<file path="config.mk">
export PLATFORM = sky130hd
export DESIGN_NAME = cgss_seq
export DESIGN_NICKNAME = d
export VERILOG_FILES = /design/src/design/cgss_pkg.sv /design/src/design/cgss_seq.sv
export SDC_FILE = /design/constraint.sdc
export NUM_CORES = 1
export LEC_CHECK = 0
export BUFFER_PORTS_ARGS = -buffer_cell sky130_fd_sc_hd__clkbuf_2
export CAP_MARGIN = 20
export CORE_MARGIN = 10
export CORE_UTILIZATION = 35
export DETAILED_ROUTE_END_ITERATION = 6
export PLACE_DENSITY = 0.68
export SLEW_MARGIN = 20
export SYNTH_ARGS = -nofsm -noshare
export SYNTH_HDL_FRONTEND = slang
export SYNTH_SLANG_ARGS = --single-unit
</file>
<file path="constraint.sdc">
create_clock -name clk_i -period 12.4 [get_ports clk_i]
set_clock_uncertainty 0.1 [all_clocks]
set_input_delay 1.24 -clock clk_i [delete_from_list [all_inputs] [get_ports clk_i]]
set_output_delay 1.24 -clock clk_i [all_outputs]
set_load 0.01 [all_outputs]
</file>
<file path="src/design/cgss_pkg.sv">
// ----------------------------------------------------------------------------
// cgss_pkg
// Types, constants and amplitude helpers of the gate state sweep unit.
// ----------------------------------------------------------------------------
package cgss_pkg;

  localparam int MAX_QUBITS    = 10;
  localparam int AMP_PART_BITS = 32;

  localparam int FIELD_W     = 32;
  localparam int FUNC_W      = 2;
  localparam int QUBIT_W     = 4;
  localparam int AMP_ADDR_W  = 10;
  localparam int CFG_W       = 4;
  localparam int ADDR_W      = MAX_QUBITS;
  localparam int PAIR_W      = MAX_QUBITS - 2;
  localparam int QCNT_W      = ($clog2(MAX_QUBITS + 1) > QUBIT_W) ?
                               $clog2(MAX_QUBITS + 1) : QUBIT_W;
  localparam int MIN_QUBITS  = 2;
  localparam int HI_W        = FIELD_W - AMP_PART_BITS + 1;

  localparam logic [CFG_W-1:0] QCNT_RESET = CFG_W'(10);

  typedef enum logic [FUNC_W-1:0] {
    FUNC_WRITE = 2'd0,
    FUNC_READ  = 2'd1,
    FUNC_CNOT  = 2'd2,
    FUNC_CZ    = 2'd3
  } func_e;

  typedef enum logic [2:0] {
    ST_IDLE,
    ST_WRITE,
    ST_READ,
    ST_RD_A,
    ST_RD_B,
    ST_WR_A,
    ST_WR_B,
    ST_DONE
  } state_e;

  typedef logic [AMP_PART_BITS-1:0] part_t;

  typedef struct packed {
    part_t re;
    part_t im;
  } amp_t;

  typedef struct packed {
    logic              we;
    logic              re;
    logic [ADDR_W-1:0] addr;
    amp_t              wdata;
  } mem_req_t;

  localparam part_t PART_MIN = {1'b1, {(AMP_PART_BITS-1){1'b0}}};
  localparam part_t PART_MAX = {1'b0, {(AMP_PART_BITS-1){1'b1}}};

  function automatic part_t sat_part(input logic [FIELD_W-1:0] v);
    logic [HI_W-1:0] hi;
    hi = v[FIELD_W-1:AMP_PART_BITS-1];
    if ((&hi) || !(|hi)) begin
      return v[AMP_PART_BITS-1:0];
    end
    return v[FIELD_W-1] ? PART_MIN : PART_MAX;
  endfunction

  function automatic part_t neg_part(input part_t p);
    if (p == PART_MIN) begin
      return PART_MAX;
    end
    return part_t'(-p);
  endfunction

  function automatic logic [FIELD_W-1:0] sext_part(input part_t p);
    logic signed [AMP_PART_BITS-1:0] s;
    s = p;
    return FIELD_W'(s);
  endfunction

endpackage

</file>
<file path="src/design/cgss_seq.sv">
// ----------------------------------------------------------------------------
// cgss_seq
// Item sequencer: checks indices, walks gate pairs and drives the memory port.
// ----------------------------------------------------------------------------
module cgss_seq
  import cgss_pkg::*;
(
  input  logic                  clk_i,
  input  logic                  rst_ni,
  input  logic                  start_i,
  input  logic [FUNC_W-1:0]     func_i,
  input  logic [QUBIT_W-1:0]    control_qubit_i,
  input  logic [QUBIT_W-1:0]    target_qubit_i,
  input  logic [AMP_ADDR_W-1:0] amp_address_i,
  input  logic [FIELD_W-1:0]    write_real_i,
  input  logic [FIELD_W-1:0]    write_imag_i,
  input  logic [CFG_W-1:0]      qubit_count_i,
  input  amp_t                  rdata_i,
  output mem_req_t              mem_req_o,
  output logic                  busy_o,
  output logic                  result_valid_o,
  output logic [FIELD_W-1:0]    read_real_o,
  output logic [FIELD_W-1:0]    read_imag_o,
  output logic                  status_o
);

  state_e              state_q, state_d;
  logic [PAIR_W-1:0]   pair_q, pair_d;
  logic [PAIR_W-1:0]   last_q;
  logic                status_q;
  logic                is_read_q;
  logic                is_cz_q;
  logic [ADDR_W-1:0]   addr_q;
  amp_t                wdata_q;
  amp_t                hold_q;
  logic [ADDR_W-1:0]   cm_q, tm_q, lm_q, hm_q;

  func_e               func;
  logic [QCNT_W-1:0]   qcnt, n_act, ctl, tgt, lo, hi;
  logic                addr_bad, gate_bad, err, accept;
  logic [ADDR_W-1:0]   pair_ext, ins_lo, base, idx_a, idx_b;
  amp_t                neg_word;

  assign func   = func_e'(func_i);
  assign accept = (state_q == ST_IDLE) && start_i;
  assign qcnt   = QCNT_W'(qubit_count_i);
  assign ctl    = QCNT_W'(control_qubit_i);
  assign tgt    = QCNT_W'(target_qubit_i);

  always_comb begin
    n_act = qcnt;
    if (qcnt < QCNT_W'(MIN_QUBITS)) begin
      n_act = QCNT_W'(MIN_QUBITS);
    end else if (qcnt > QCNT_W'(MAX_QUBITS)) begin
      n_act = QCNT_W'(MAX_QUBITS);
    end
  end

  assign addr_bad = (amp_address_i >> n_act) != '0;
  assign gate_bad = (ctl == tgt) || (ctl >= n_act) || (tgt >= n_act);
  assign err      = ((func == FUNC_WRITE) || (func == FUNC_READ)) ? addr_bad : gate_bad;
  assign lo       = (ctl < tgt) ? ctl : tgt;
  assign hi       = (ctl < tgt) ? tgt : ctl;

  assign pair_ext = ADDR_W'(pair_q);
  assign ins_lo   = ((pair_ext & ~lm_q) << 1) | (pair_ext & lm_q);
  assign base     = ((ins_lo & ~hm_q) << 1) | (ins_lo & hm_q);
  assign idx_a    = base | cm_q;
  assign idx_b    = base | cm_q | tm_q;

  assign neg_word.re = neg_part(rdata_i.re);
  assign neg_word.im = neg_part(rdata_i.im);

  always_ff @(posedge clk_i or negedge rst_ni) begin
    if (!rst_ni) begin
      state_q   <= ST_IDLE;
      pair_q    <= '0;
      last_q    <= '0;
      status_q  <= 1'b0;
      is_read_q <= 1'b0;
      is_cz_q   <= 1'b0;
    end else begin
      state_q <= state_d;
      pair_q  <= pair_d;
      if (accept) begin
        last_q    <= ~({PAIR_W{1'b1}} << (n_act - QCNT_W'(MIN_QUBITS)));
        status_q  <= err;
        is_read_q <= !err && (func == FUNC_READ);
        is_cz_q   <= (func == FUNC_CZ);
      end
    end
  end

  always_ff @(posedge clk_i) begin
    if (accept) begin
      addr_q     <= ADDR_W'(amp_address_i);
      wdata_q.re <= sat_part(write_real_i);
      wdata_q.im <= sat_part(write_imag_i);
      cm_q       <= ADDR_W'(1) << ctl;
      tm_q       <= ADDR_W'(1) << tgt;
      lm_q       <= (ADDR_W'(1) << lo) - ADDR_W'(1);
      hm_q       <= (ADDR_W'(1) << hi) - ADDR_W'(1);
    end
    if (state_q == ST_RD_B) begin
      hold_q <= rdata_i;
    end
  end

  always_comb begin
    state_d         = state_q;
    pair_d          = pair_q;
    mem_req_o.we    = 1'b0;
    mem_req_o.re    = 1'b0;
    mem_req_o.addr  = idx_a;
    mem_req_o.wdata = rdata_i;
    case (state_q)
      ST_IDLE: begin
        pair_d = '0;
        if (start_i) begin
          if (err) begin
            state_d = ST_DONE;
          end else begin
            case (func)
              FUNC_WRITE: state_d = ST_WRITE;
              FUNC_READ:  state_d = ST_READ;
              FUNC_CNOT:  state_d = ST_RD_A;
              FUNC_CZ:    state_d = ST_RD_B;
              default:    state_d = ST_DONE;
            endcase
          end
        end
      end
      ST_WRITE: begin
        mem_req_o.we    = 1'b1;
        mem_req_o.addr  = addr_q;
        mem_req_o.wdata = wdata_q;
        state_d         = ST_DONE;
      end
      ST_READ: begin
        mem_req_o.re   = 1'b1;
        mem_req_o.addr = addr_q;
        state_d        = ST_DONE;
      end
      ST_RD_A: begin
        mem_req_o.re = 1'b1;
        state_d      = ST_RD_B;
      end
      ST_RD_B: begin
        mem_req_o.re   = 1'b1;
        mem_req_o.addr = idx_b;
        state_d        = is_cz_q ? ST_WR_B : ST_WR_A;
      end
      ST_WR_A: begin
        mem_req_o.we = 1'b1;
        state_d      = ST_WR_B;
      end
      ST_WR_B: begin
        mem_req_o.we    = 1'b1;
        mem_req_o.addr  = idx_b;
        mem_req_o.wdata = is_cz_q ? neg_word : hold_q;
        if (pair_q == last_q) begin
          state_d = ST_DONE;
        end else begin
          pair_d  = pair_q + PAIR_W'(1);
          state_d = is_cz_q ? ST_RD_B : ST_RD_A;
        end
      end
      ST_DONE: state_d = ST_IDLE;
      default: state_d = ST_IDLE;
    endcase
  end

  assign busy_o         = (state_q != ST_IDLE);
  assign result_valid_o = (state_q == ST_DONE);
  assign status_o       = result_valid_o && status_q;
  assign read_real_o    = (result_valid_o && is_read_q) ? sext_part(rdata_i.re) : '0;
  assign read_imag_o    = (result_valid_o && is_read_q) ? sext_part(rdata_i.im) : '0;

endmodule

</file>
==> results.md, run 1 <==
- Vias: 10099
- Total power draw: 2.59 mW
- Arrival time at the worst endpoint: 4.03 ns
- Post-Syn Instances: roughly 1100
- Worst setup path class: in -> out
- Critical Path Fanout Max: 10
- FF-to-FF End: addr_q[6]
- GR Overflow Total: 0
- Sequential share of the synthesized area: between 50% and 60%
- Fin nets: between 1500 and 2000
- Vias in the first global route: ~9700
- Clk sinks: approximately 200
- Crit start category: input pin
- Bufs on Longest Clock Path: 2
- Die ar.: about 0.039 sq mm
- Tmin final: about 5.4 ns
- Worst path depth: 10
- Fin Hold WS: approximately 0.40 ns
- Syn nets: between 1000 and 1500
- Top cells by area, synth: edfxtp_1 47%, dfrtp_1 4.9%, o21ai_0 4.7%
- Post-synth top area cell: edfxtp_1
- Area growth syn-to-layout: 21.6%
- Gpl congestion: between 0.8 and 0.9
- Yosys Warn Count: 0
- Layout cells sized above 1: between 20% and 30%
- RSZ-0062 raised after global routing: no
- First-pass GRT wire length: ~58000 um
- DRC violations left: 0
- Routed WL per cell: 22.2 um
- Fin cells: around 1800
- Critical-path top delay cell: or3_1
- Gates resized, CTS repair: 0
- Fin util: 43.1%
- Largest net degree at the start of global routing: 75
- IO Port Bufs: 297
- Setup TNS: 0 ns
- Critical Path End: mem_req_o[30]
- Post-Syn Area: around 0.011 sq mm
- CP peak stage delay: 0.61 ns
- Worst setup path start: rdata_i[0]
- Worst-skew pair later-pin latency: about 0.45 ns
- DRT Pass-1 Iters: 5
- Reg clk slew, reported paths: approximately 0.070 ns
- DPL Wire Length: 28000 um
- Setup bufs post-CTS: 0
- Max Clock Freq: around 190 MHz
- Most frequent cells in the layout: 297 x clkbuf_2, 175 x edfxtp_1, 103 x o21ai_0, 70 x nor2_1, 70 x and3_1
- Worst path cell trace: clkbuf_2 -> inv_1 -> ha_1 -> nor3b_1 -> nand2_1 -> or3_1 -> nor4_1 -> mux2_2 -> o21ai_0 -> clkbuf_2
- Pwr Density: ~190 mW/mm^2
- Cell Int Power: between 1.5 and 2 mW
- Final setup fails: 0
- Top Family by Delay on Critical Path: simple AND/OR/NAND/NOR gates
- Net switching power: roughly 1.1 mW
- Peak supply drop: between 0.0001 and 0.00015 V
- Global-route usage over all layers: a little under a fifth
- Critical path required time: about 11 ns
- Die Wd: 199 um
- Top cell by count, worst path: clkbuf_2
- CP Capture Type: output port
- Antenna Violating Nets Remaining: 0
- Fin. Hold Viols: 0
- Sw Share: between 40% and 50%
- Slew headroom: around a quarter
- Initial drt markers: 764
- CTS tree: yes
- Dpl cells: ~1700
- Max Slew Vio Count: 0
- # rows: 65
- Avg Vias per Cell: 5.75
- Top-area cell type share of the netlist area: 47.0%
- H-tree level count: 4
- Clock root buffer: clkbuf_16
- TritonCTS buffer count: 17
- Hold buffer count at cts: 0
- Slew @ Worst Pin: approximately 1.1 ns
- Number of flops mapped to enable cells by yosys: ~180
- Sequential share of power: 36.7%
- Buf+Inv Stages, Crit Path: 3
- Reg2reg setup slack: just over 8 ns
- Initial antenna violation count: 4
- # Max-Cap Violations: 0
- Reg2reg start: state_q[2]
- Most common cell after layout, fill and taps aside: clkbuf_2
- Asr flop ratio synth: between 10% and 20%
- Reg2Reg Depth: 4
- Fin crit share: between 40% and 50%
- Starting Density: between 30% and 40%
- Die Ht: around 200 um
- Final wirelength: slightly below 40000 um
- Clock share of power: 22.4%
- Outcome: completed
- Core area: approximately 0.032 sq mm
- Worst Hold Class: reg -> reg
- Primary FF master, synth: edfxtp_1
- #FFs+latches synth: between 150 and 200
- Leak pwr: ~5.6 nW
- Combinational share of power: roughly two fifths
- Synthesized area per cell: 10.3 sq um
- Synth unique cells: 68
- I/O pin total: around 300
-- per-layer routing --
layer | track usage, % | routed length (um) | share of wire [%] | vias up
li1 | - | - | - | 4671
met1 | 23.6 | 15600 | 40 | 4890
met2 | 31.5 | 18700 | 48 | 481
met3 | 4.97 | 3760 | 9.6 | 53
met4 | 7.37 | 939 | 2.4 | 4
met5 | 0 | 23 | 0.059 | -
-- synthesized netlist by cell type, types with 3 or more instances --
| library cell | number |
|---|---|
| and2_1 | 7 |
| o211ai_1 | 4 |
| or2_2 | 4 |
| nand3_1 | 15 |
| mux2i_1 | 7 |
| o22ai_1 | 39 |
| buf_2 | 4 |
| nand2_1 | 69 |
| or3_1 | 11 |
| o21ai_0 | 104 |
| a21o_1 | 4 |
| a21oi_1 | 37 |
| mux2_2 | 4 |
| o31ai_1 | 12 |
| nand4b_1 | 4 |
| dfrtp_1 | 22 |
| inv_1 | 41 |
| and4_1 | 3 |
| o21ai_1 | 5 |
| o21a_1 | 9 |
| o221ai_1 | 12 |
| ha_1 | 27 |
| nand2b_1 | 12 |
| xor2_1 | 20 |
| a221o_1 | 4 |
| xnor2_1 | 30 |
| and3_1 | 71 |
| nor4_1 | 21 |
| or4_1 | 11 |
| nor2b_1 | 10 |
| o2111a_1 | 3 |
| nand4_1 | 5 |
| a21boi_0 | 4 |
| a22oi_1 | 63 |
| edfxtp_1 | 175 |
| clkbuf_1 | 63 |
| a211oi_1 | 3 |
| nor2_1 | 73 |
| nor3_1 | 32 |
| a22o_1 | 6 |
-- kinds of logic (layout without fill, tap and decap cells) --
family / after synthesis / in the layout / share of synthesized area [%]
buffers and inverters: 112 / 379 / 3.87
muxes: 12 / 12 / 1.13
AOI/OAI and AO/OA: 326 / 326 / 18.7
xor gates and xnor gates: 50 / 50 / 3.92
DFF: 197 / 197 / 51.9
other: 0 / 2 / 0
and+or+nand+nor: 361 / 361 / 17.4
adders and majority gates: 27 / 27 / 3.02
-- worst register-to-register path, delay by kind of cell (launching register included) --
family        cells  cell delay (ns)
buf+inv           2             1.58
simple gates      2             1.57
flops             1             0.52
-- per-stage QoR --
stage	worst slack [ns]	cell area [sq um]
after floorplan	7.68	11200
after global placement	7.23	13000
after detailed placement	7.05	13000
after CTS	6.76	13600
final	7.03	13600
after global routing	6.82	13600
-- how the worst min path moves through the flow --
stage / start / to / slack, ns / cells after the start
4_1_cts: last_q[1] / last_q[1] / 0.41 / 2
3_5_place_dp: last_q[1] / last_q[1] / 0.39 / 2
6_report: status_q / status_q / 0.40 / 2
5_1_grt: last_q[0] / last_q[0] / 0.44 / 2
2_1_floorplan: status_q / status_q / 0.34 / 2
3_3_place_gp: last_q[1] / last_q[1] / 0.39 / 2
-- cell type report --
type / instances / area (sq um)
diodes: 2 / 5.00
clock buffers: 17 / 425
clock inverters: 15 / 171
fillers: 3057 / 18000
inverters: 41 / 156
multi-input cells: 776 / 4970
flip-flops and latches: 197 / 5810
well taps: 402 / 503
repair buffers: 306 / 1550
-- flip-flops by register name, indices dropped and copies added, names as in the netlist, 3 cells and up --
register  flops
addr_q       10
cm_q         10
hm_q          9
hold_q       64
last_q        8
lm_q          8
pair_q        8
state_q       3
tm_q         10
wdata_q      64
-- power by group through the flow --
| stage | registers (mW) | clock network, mW | logic [mW] |
|---|---|---|---|
| after floorplan | 0.915 | 0 | 0.654 |
| after detailed placement | 0.966 | 0 | 1.06 |
| after global placement | 0.962 | 0 | 1.06 |
| final | 0.951 | 0.579 | 1.06 |
| after CTS | 0.952 | 0.592 | 1.07 |
| after global routing | 0.966 | 0.618 | 1.16 |
No activity file was read; power rests on OpenSTA's default activity.
==> inputs of run 2 (changes only) <==
--- a/config.mk
+++ b/config.mk
@@ -5,6 +5,7 @@
 export SDC_FILE = /design/constraint.sdc
 export NUM_CORES = 1
 export LEC_CHECK = 0
+export ABC_AREA = 1
 export BUFFER_PORTS_ARGS = -buffer_cell sky130_fd_sc_hd__clkbuf_2
 export CAP_MARGIN = 20
 export CORE_MARGIN = 10
==> constraint.sdc (replaced) <==
create_clock -name clk_i -period 5.47 [get_ports clk_i]
set_clock_uncertainty 0.1 [all_clocks]
set_input_delay 0.547 -clock clk_i [delete_from_list [all_inputs] [get_ports clk_i]]
set_output_delay 0.547 -clock clk_i [all_outputs]
set_load 0.01 [all_outputs]
==> results.md, run 2 <==
- Setup TNS: 0 ns (unchanged)
- Reg clk slew, reported paths: 0.07 ns (about the same)
- Crit start category: register
- First-pass GRT wire length: 61600 um (+5.9%)
- Critical Path Fanout Max: 35 (+25)
- Final wirelength: 40100 um (+2.5%)
- Clk sinks: 197 (unchanged)
- Final setup fails: 0 (unchanged)
- #FFs+latches synth: 197 (unchanged)
- CP Capture Type: output port
- Xor-xnor portion of the synthesized cell area: 4.28% (+0.36 points)
- Fin. Hold Viols: 0 (unchanged)
- Worst setup path start: state_q[2]
- Fillers: 3285 (+7.5%)
- Count leader, synth: nand2_1
- Synth unique cells: 46 (-32%)
- TritonCTS buffer count: 17 (unchanged)
- Fin Hold WS: 0.00579 ns (-0.398 ns)
- Area after DPL: 0.0136 sq mm (+4.7%)
- Slew headroom: 30.7% (+4.8 points)
- DPL Wire Length: 30700 um (+9.4%)
- Met3 wire length: 3090 um (-18%)
- Setup bufs post-CTS: 0 (unchanged)
- Most frequent cells in the layout: 297 x clkbuf_2, 254 x nand2_1, 241 x nor2_1, 175 x edfxtp_1, 150 x inv_1
- Layout cells sized above 1: 22.8% (-3.9 points)
- Yosys Warn Count: 0 (unchanged)
- Avg Vias per Cell: 5.16 (-10%)
- Arrival time at the worst endpoint: 3.34 ns (-0.69 ns)
- Reg2reg start: state_q[2]
- Worst setup path class: reg -> out
- I/O pin total: 298 (unchanged)
- Critical Path End: mem_req_o[58]
- Largest net degree at the start of global routing: 68 (-9.3%)
- Outcome: completed
- CTS tree: yes
- Mux contribution to synthesized area: 0% (-1.1 points)
- Most common cell after layout, fill and taps aside: clkbuf_2
- Met2 Routed Length: 19300 um (+2.8%)
- GR Overflow Total: 0 (unchanged)
- IO Port Bufs: 297 (unchanged)
- Tmin final: between 3 and 4 ns
- Simple-gate portion of the synthesized area: 25.4% (+8.0 points)
- Top cells by area, synth: edfxtp_1 45%, nand2_1 8.2%, nor2_1 7.9%
- Worst Hold Class: in -> async
- Area growth syn-to-layout: 21.7%
- Bufs on Longest Clock Path: 2 (unchanged)
- Gpl congestion: 0.916 (+3.3%)
- Peak supply drop: 0.000228 V (+120%)
- Top sig layer: met4
- M1 WL: 16700 um (+7.1%)
- Clock root buffer: clkbuf_16
- Sequential share of the synthesized area: 49.8% (-2.1 points)
- RSZ-0062 raised after global routing: no
- Fin crit share: 72.8%
- Synthesized area per cell: 8.40 sq um (-19%)
- Top-area cell type share of the netlist area: 45.1% (-1.9 points)
- Core area: 0.0327 sq mm (+3.6%)
- # Max-Cap Violations: 0 (unchanged)
- Syn nets: 1571 (+24%)
- Initial antenna violation count: 3 (-1)
- Primary FF master, synth: edfxtp_1
- Total power draw: 5.88 mW (+130%)
- # rows: 66 (+1.5%)
- Vias in the first global route: 10751 (+11%)
- Vias: 10986 (+8.8%)
- Post-Syn Instances: 1389 (+28%)
- Starting Density: 35.7% (+0.23 points)
- Worst-skew pair later-pin latency: 0.44 ns (about the same)
- Post-synth top area cell: edfxtp_1
- DRT Pass-1 Iters: 5 (unchanged)
- Hold buffer count at cts: 0 (unchanged)
- Max Clock Freq: around 250 MHz
- FF-to-FF End: hold_q[25]
- Global-route usage over all layers: 18.9% (-0.23 points)
- Pwr Density: 414 mW/mm^2 (+120%)
- Main combinational cell family by area after synthesis: simple AND/OR/NAND/NOR gates
- Slew @ Worst Pin: 1.04 ns (-0.0745 ns)
- Place WS: 1.48 ns (-5.58 ns)
- Synthesized-area fraction occupied by adder cells: 2.90% (-0.12 points)
- Asr flop ratio synth: 11.2% (unchanged)
- Antenna Violating Nets Remaining: 0 (unchanged)
- Smallest setup slack after layout: 1.49 ns (-5.54 ns)
- Synth cell count leaders: 255 x nand2_1, 244 x nor2_1, 175 x edfxtp_1, 151 x inv_1, 121 x o21ai_0
- H-tree level count: 4 (unchanged)
- Number of flops mapped to enable cells by yosys: 175 (unchanged)
- Compound-Gate Fraction of Synth Area: 10.7% (-8.0 points)
- Max Slew Vio Count: 0 (unchanged)
- Post-Syn Area: 0.0117 sq mm (+4.3%)
- Reg2reg setup slack: 2.33 ns (-5.83 ns)
- Biggest regs: hold_q (64), wdata_q (64)
- Routed WL per cell: 18.8 um (-15%)
- Reg2Reg Depth: 5 (+1)
- Die ar.: 0.0410 sq mm (+3.9%)
- Die Ht: 203 um (+1.9%)
- Initial drt markers: 778 (+1.8%)
- Die Wd: 203 um (+1.9%)
- Fin nets: 1854 (+22%)
- Final Cell Area: 0.0142 sq mm (+4.5%)
- Critical path required time: 4.82 ns (-6.24 ns)
- DRC violations left: 0 (unchanged)
- Gates resized, CTS repair: 0 (unchanged)
- Leak pwr: 6.25 nW (+11%)
run 2: cell count changes after synthesis, moves of 32 or more:
cell      delta
nand3_1     +88
a22oi_1     -55
and3_1      -71
nor2_1     +171
inv_1      +110
clkbuf_1    -32
nand2_1    +186
run 2: how the worst min path moves through the flow:
stage,from,end,slack (ns),cells after the start
after floorplan,rst_ni,is_cz_q,0.15,0
after global placement,status_q,status_q,0.37,2
after detailed placement,last_q[3],last_q[3],0.39,2
after CTS,rst_ni,last_q[4],0.0002,1
after global routing,rst_ni,last_q[0],0.02,1
final,rst_ni,pair_q[3],0.006,1
run 2: kinds of logic (layout without fill, tap and decap cells):
kind of cell,count (synthesis),after routing
other,0,3
xor gates and xnor gates,57,57
DFF,197,197
buffers and inverters,202,498
and+or+nand+nor,689,689
adders and majority gates,27,27
AOI/OAI and AO/OA,217,217
run 2: stage by stage:
stage / utilization [%] / instances
2_1_floorplan: - / 1389
3_3_place_gp: 41.6 / 2094
3_5_place_dp: 41.6 / 2094
4_1_cts: 43.4 / 2126
5_1_grt: 43.4 / 2130
6_report: 43.4 / 2130
run 2: power by group:
part | switching [mW] | total, mW | internal (mW)
Clock | 0.608 | 1.25 | 0.640
Combinational | 1.72 | 2.50 | 0.789
Sequential | 0.124 | 2.13 | 2.01
run 2: area by class of cell:
cell class	count	area, sq um	area share, %
clock buffer	17	425	3.00
clock inverter	15	149	1.05
antenna	3	7.51	0.0529
inverter	158	593	4.18
tap	442	553	3.89
timing repair buffer	308	1580	11.1
multi-input combinational	990	5090	35.8
sequential	197	5810	40.9
run 2: routing by layer:
layer | vias to the layer above | GRT usage, %
met5 | - | 0
met4 | 0 | 6.53
met3 | 48 | 3.87
met2 | 492 | 31.3
met1 | 5230 | 24.1
li1 | 5216 | -
run 2: critical path: stages (launching register included):
cell and delay (ns):
dfrtp_1 0.44, inv_1 0.08, nor2_1 0.57, inv_1 0.25
nor2_4 0.15, nor2_2 0.04, buf_4 0.26, inv_2 0.55
o21ai_0 0.15, o21bai_1 0.22, clkbuf_2 0.15
==> inputs of run 3 (changes only) <==
==> constraint.sdc (replaced) <==
create_clock -name clk_i -period 3.9 [get_ports clk_i]
set_clock_uncertainty 0.1 [all_clocks]
set_input_delay 0.39 -clock clk_i [delete_from_list [all_inputs] [get_ports clk_i]]
set_output_delay 0.39 -clock clk_i [all_outputs]
set_load 0.01 [all_outputs]
==> results.md, run 3 (synthesized netlist as in run 2, its figures left out) <==
- # rows: 66 (unchanged)
- RSZ-0062 raised after global routing: no
- DPL Wire Length: 30600 um (about the same)
- Place WS: 0.609 ns (-0.866 ns)
- Avg Vias per Cell: 5.11 (-0.87%)
- Fin. Hold Viols: 0 (unchanged)
- Biggest regs: hold_q (64), wdata_q (64)
- CP Capture Type: output port
- Hold Path Depth: 1
- Fin nets: 1898 (+2.4%)
- Worst Hold Class: in -> reg
- Worst-skew pair later-pin latency: 0.45 ns (about the same)
- Reg2reg setup slack: 1.10 ns (-1.23 ns)
- Most frequent cells in the layout: 297 x clkbuf_2, 254 x nand2_1, 241 x nor2_1, 175 x edfxtp_1, 151 x inv_1
- Setup TNS: 0 ns (unchanged)
- Reg area: 0.00581 sq mm (unchanged)
- Peak supply drop: 0.000478 V (+110%)
- # Max-Cap Violations: 0 (unchanged)
- Bufs on Longest Clock Path: 2 (unchanged)
- Smallest setup slack after layout: 0.322 ns (-1.16 ns)
- Grt peak-use layer: met2
- FF-to-FF End: wdata_q[63]
- Gpl congestion: 0.942 (+2.9%)
- TritonCTS buffer count: 17 (unchanged)
- Vias: 11126 (+1.3%)
- Met3 usage: 4.01% (+0.14 points)
- Arrival time at the worst endpoint: 3.09 ns (-0.25 ns)
- Fin Hold WS: 0.0197 ns (+0.0139 ns)
- Critical Path Fanout Max: 26 (-26%)
- Total power draw: 8.45 mW (+44%)
- Worst Hold End: wdata_q[18]
- Outcome: completed
- Multi-input logic area: 0.00509 sq mm (unchanged)
- I/O pin total: 298 (unchanged)
- Reg2Reg Depth: 7 (+2)
- Reg clk slew, reported paths: 0.07 ns (about the same)
- Max Slew Vio Count: 0 (unchanged)
- Slew @ Worst Pin: 0.737 ns (-0.299 ns)
- Final setup fails: 0 (unchanged)
- Antenna Violating Nets Remaining: 0 (unchanged)
- Worst setup path class: reg -> out
- Met1 Usage GRT: 24.1% (+0.088 points)
- Crit start category: register
- Pwr Density: 576 mW/mm^2 (+39%)
- Fin crit share: 91.7%
- Initial drt markers: 834 (+7.2%)
- Most common cell after layout, fill and taps aside: clkbuf_2
- Global-route usage over all layers: 19.3% (+0.38 points)
- Largest net degree at the start of global routing: 96 (+41%)
- Setup bufs post-CTS: 0 (unchanged)
- Vias in the first global route: 11107 (+3.3%)
- Die ar.: 0.0410 sq mm (unchanged)
- Routed WL per cell: 18.8 um (-0.16%)
- First-pass GRT wire length: 62800 um (+1.9%)
- Area growth syn-to-layout: 25.7%
- Core area: 0.0327 sq mm (unchanged)
- Fillers: 3236 (-1.5%)
- H-tree level count: 4 (unchanged)
- Max Clock Freq: about 280 MHz
- Critical-path top delay cell: nand2_2
- IO Port Bufs: 297 (unchanged)
- Final wirelength: 40900 um (+2.0%)
- DRT Pass-1 Iters: 5 (unchanged)
- Critical path required time: 3.41 ns (-1.41 ns)
- Hold_sp: write_imag_i[18]
- Clock root buffer: clkbuf_16
- Die Wd: 203 um (unchanged)
- Initial antenna violation count: 3 (unchanged)
- Fin util: 44.8% (+1.4 points)
- Worst path cell trace: inv_1 -> nor3_1 -> nand2_2 -> buf_4 -> nor2_1 -> clkbuf_2
- GR Overflow Total: 0 (unchanged)
- CTS tree: yes
- Slew headroom: 50.5% (+20 points)
- DRC violations left: 0 (unchanged)
- Reg2reg start: state_q[2]
- Met2 usage: 31.7% (+0.38 points)
- Die Ht: 203 um (unchanged)
- Leak pwr: 6.47 nW (+3.5%)
- Layout cells sized above 1: 22.7% (-0.12 points)
- Starting Density: 35.7% (unchanged)
- Tmin final: between 3 and 4 ns
- Clk sinks: 197 (unchanged)
- CP peak stage delay: 0.64 ns (+0.07 ns)
-- run 3: cell count changes in the layout (fill, tap and decap cells not counted), sizes merged --
cell / previous run / this run
inv: 161 / 159
bufinv: 1 / 0
diode: 3 / 5
dlygate4sd3: 0 / 35
clkbuf: 314 / 320
buf: 11 / 20
clkinv: 9 / 6
-- run 3: layer usage --
metal | routed length [um] | part of all wire, % | vias to the layer above
li1 | - | - | 5306
met1 | 16900 | 41 | 5246
met2 | 19400 | 48 | 485
met3 | 3130 | 7.7 | 89
met4 | 1360 | 3.3 | 0
met5 | 0 | 0 | -
-- run 3: timing repair --
item | in CTS | in global routing
resized for setup | 0 | 0
hold buffers | 35 | 0
hold endpoints to repair | 56 | 0
-- run 3: final cells by class --
class / instances / share of cell area (%)
tap: 442 / 3.77
timing repair buffer: 352 / 13.6
inverter: 158 / 4.04
sequential: 197 / 39.6
clock buffer: 23 / 3.77
clock inverter: 9 / 0.392
multi-input combinational: 990 / 34.7
antenna: 5 / 0.0853
-- run 3: worst max-delay path: cells and delay by family, from the launching register on --
kind,cells,cell delay [ns]
buf+inv,3,0.76
flops,1,0.49
simple gates,3,1.39
-- run 3: how the worst max path moves through the flow --
stage,startpoint,cells past startpoint,endpoint
3_3_place_gp,rdata_i[33],12,mem_req_o[38]
5_1_grt,state_q[1],6,read_real_o[22]
4_1_cts,state_q[1],6,read_real_o[14]
3_5_place_dp,rdata_i[33],12,mem_req_o[38]
2_1_floorplan,state_q[2],5,mem_req_o[74]
6_report,state_q[1],6,read_real_o[14]
-- run 3: through the flow --
step / instances / instance area, sq um
floorplan: 1389 / 11700
global placement: 2104 / 13700
detailed placement: 2104 / 13700
CTS: 2171 / 14700
global route: 2174 / 14700
finish: 2176 / 14700
-- run 3: report_power, final --
part / internal, mW / switching (mW) / total (mW)
clock network: 1.00 / 0.820 / 1.82
registers: 2.81 / 0.219 / 3.03
logic: 1.17 / 2.42 / 3.59
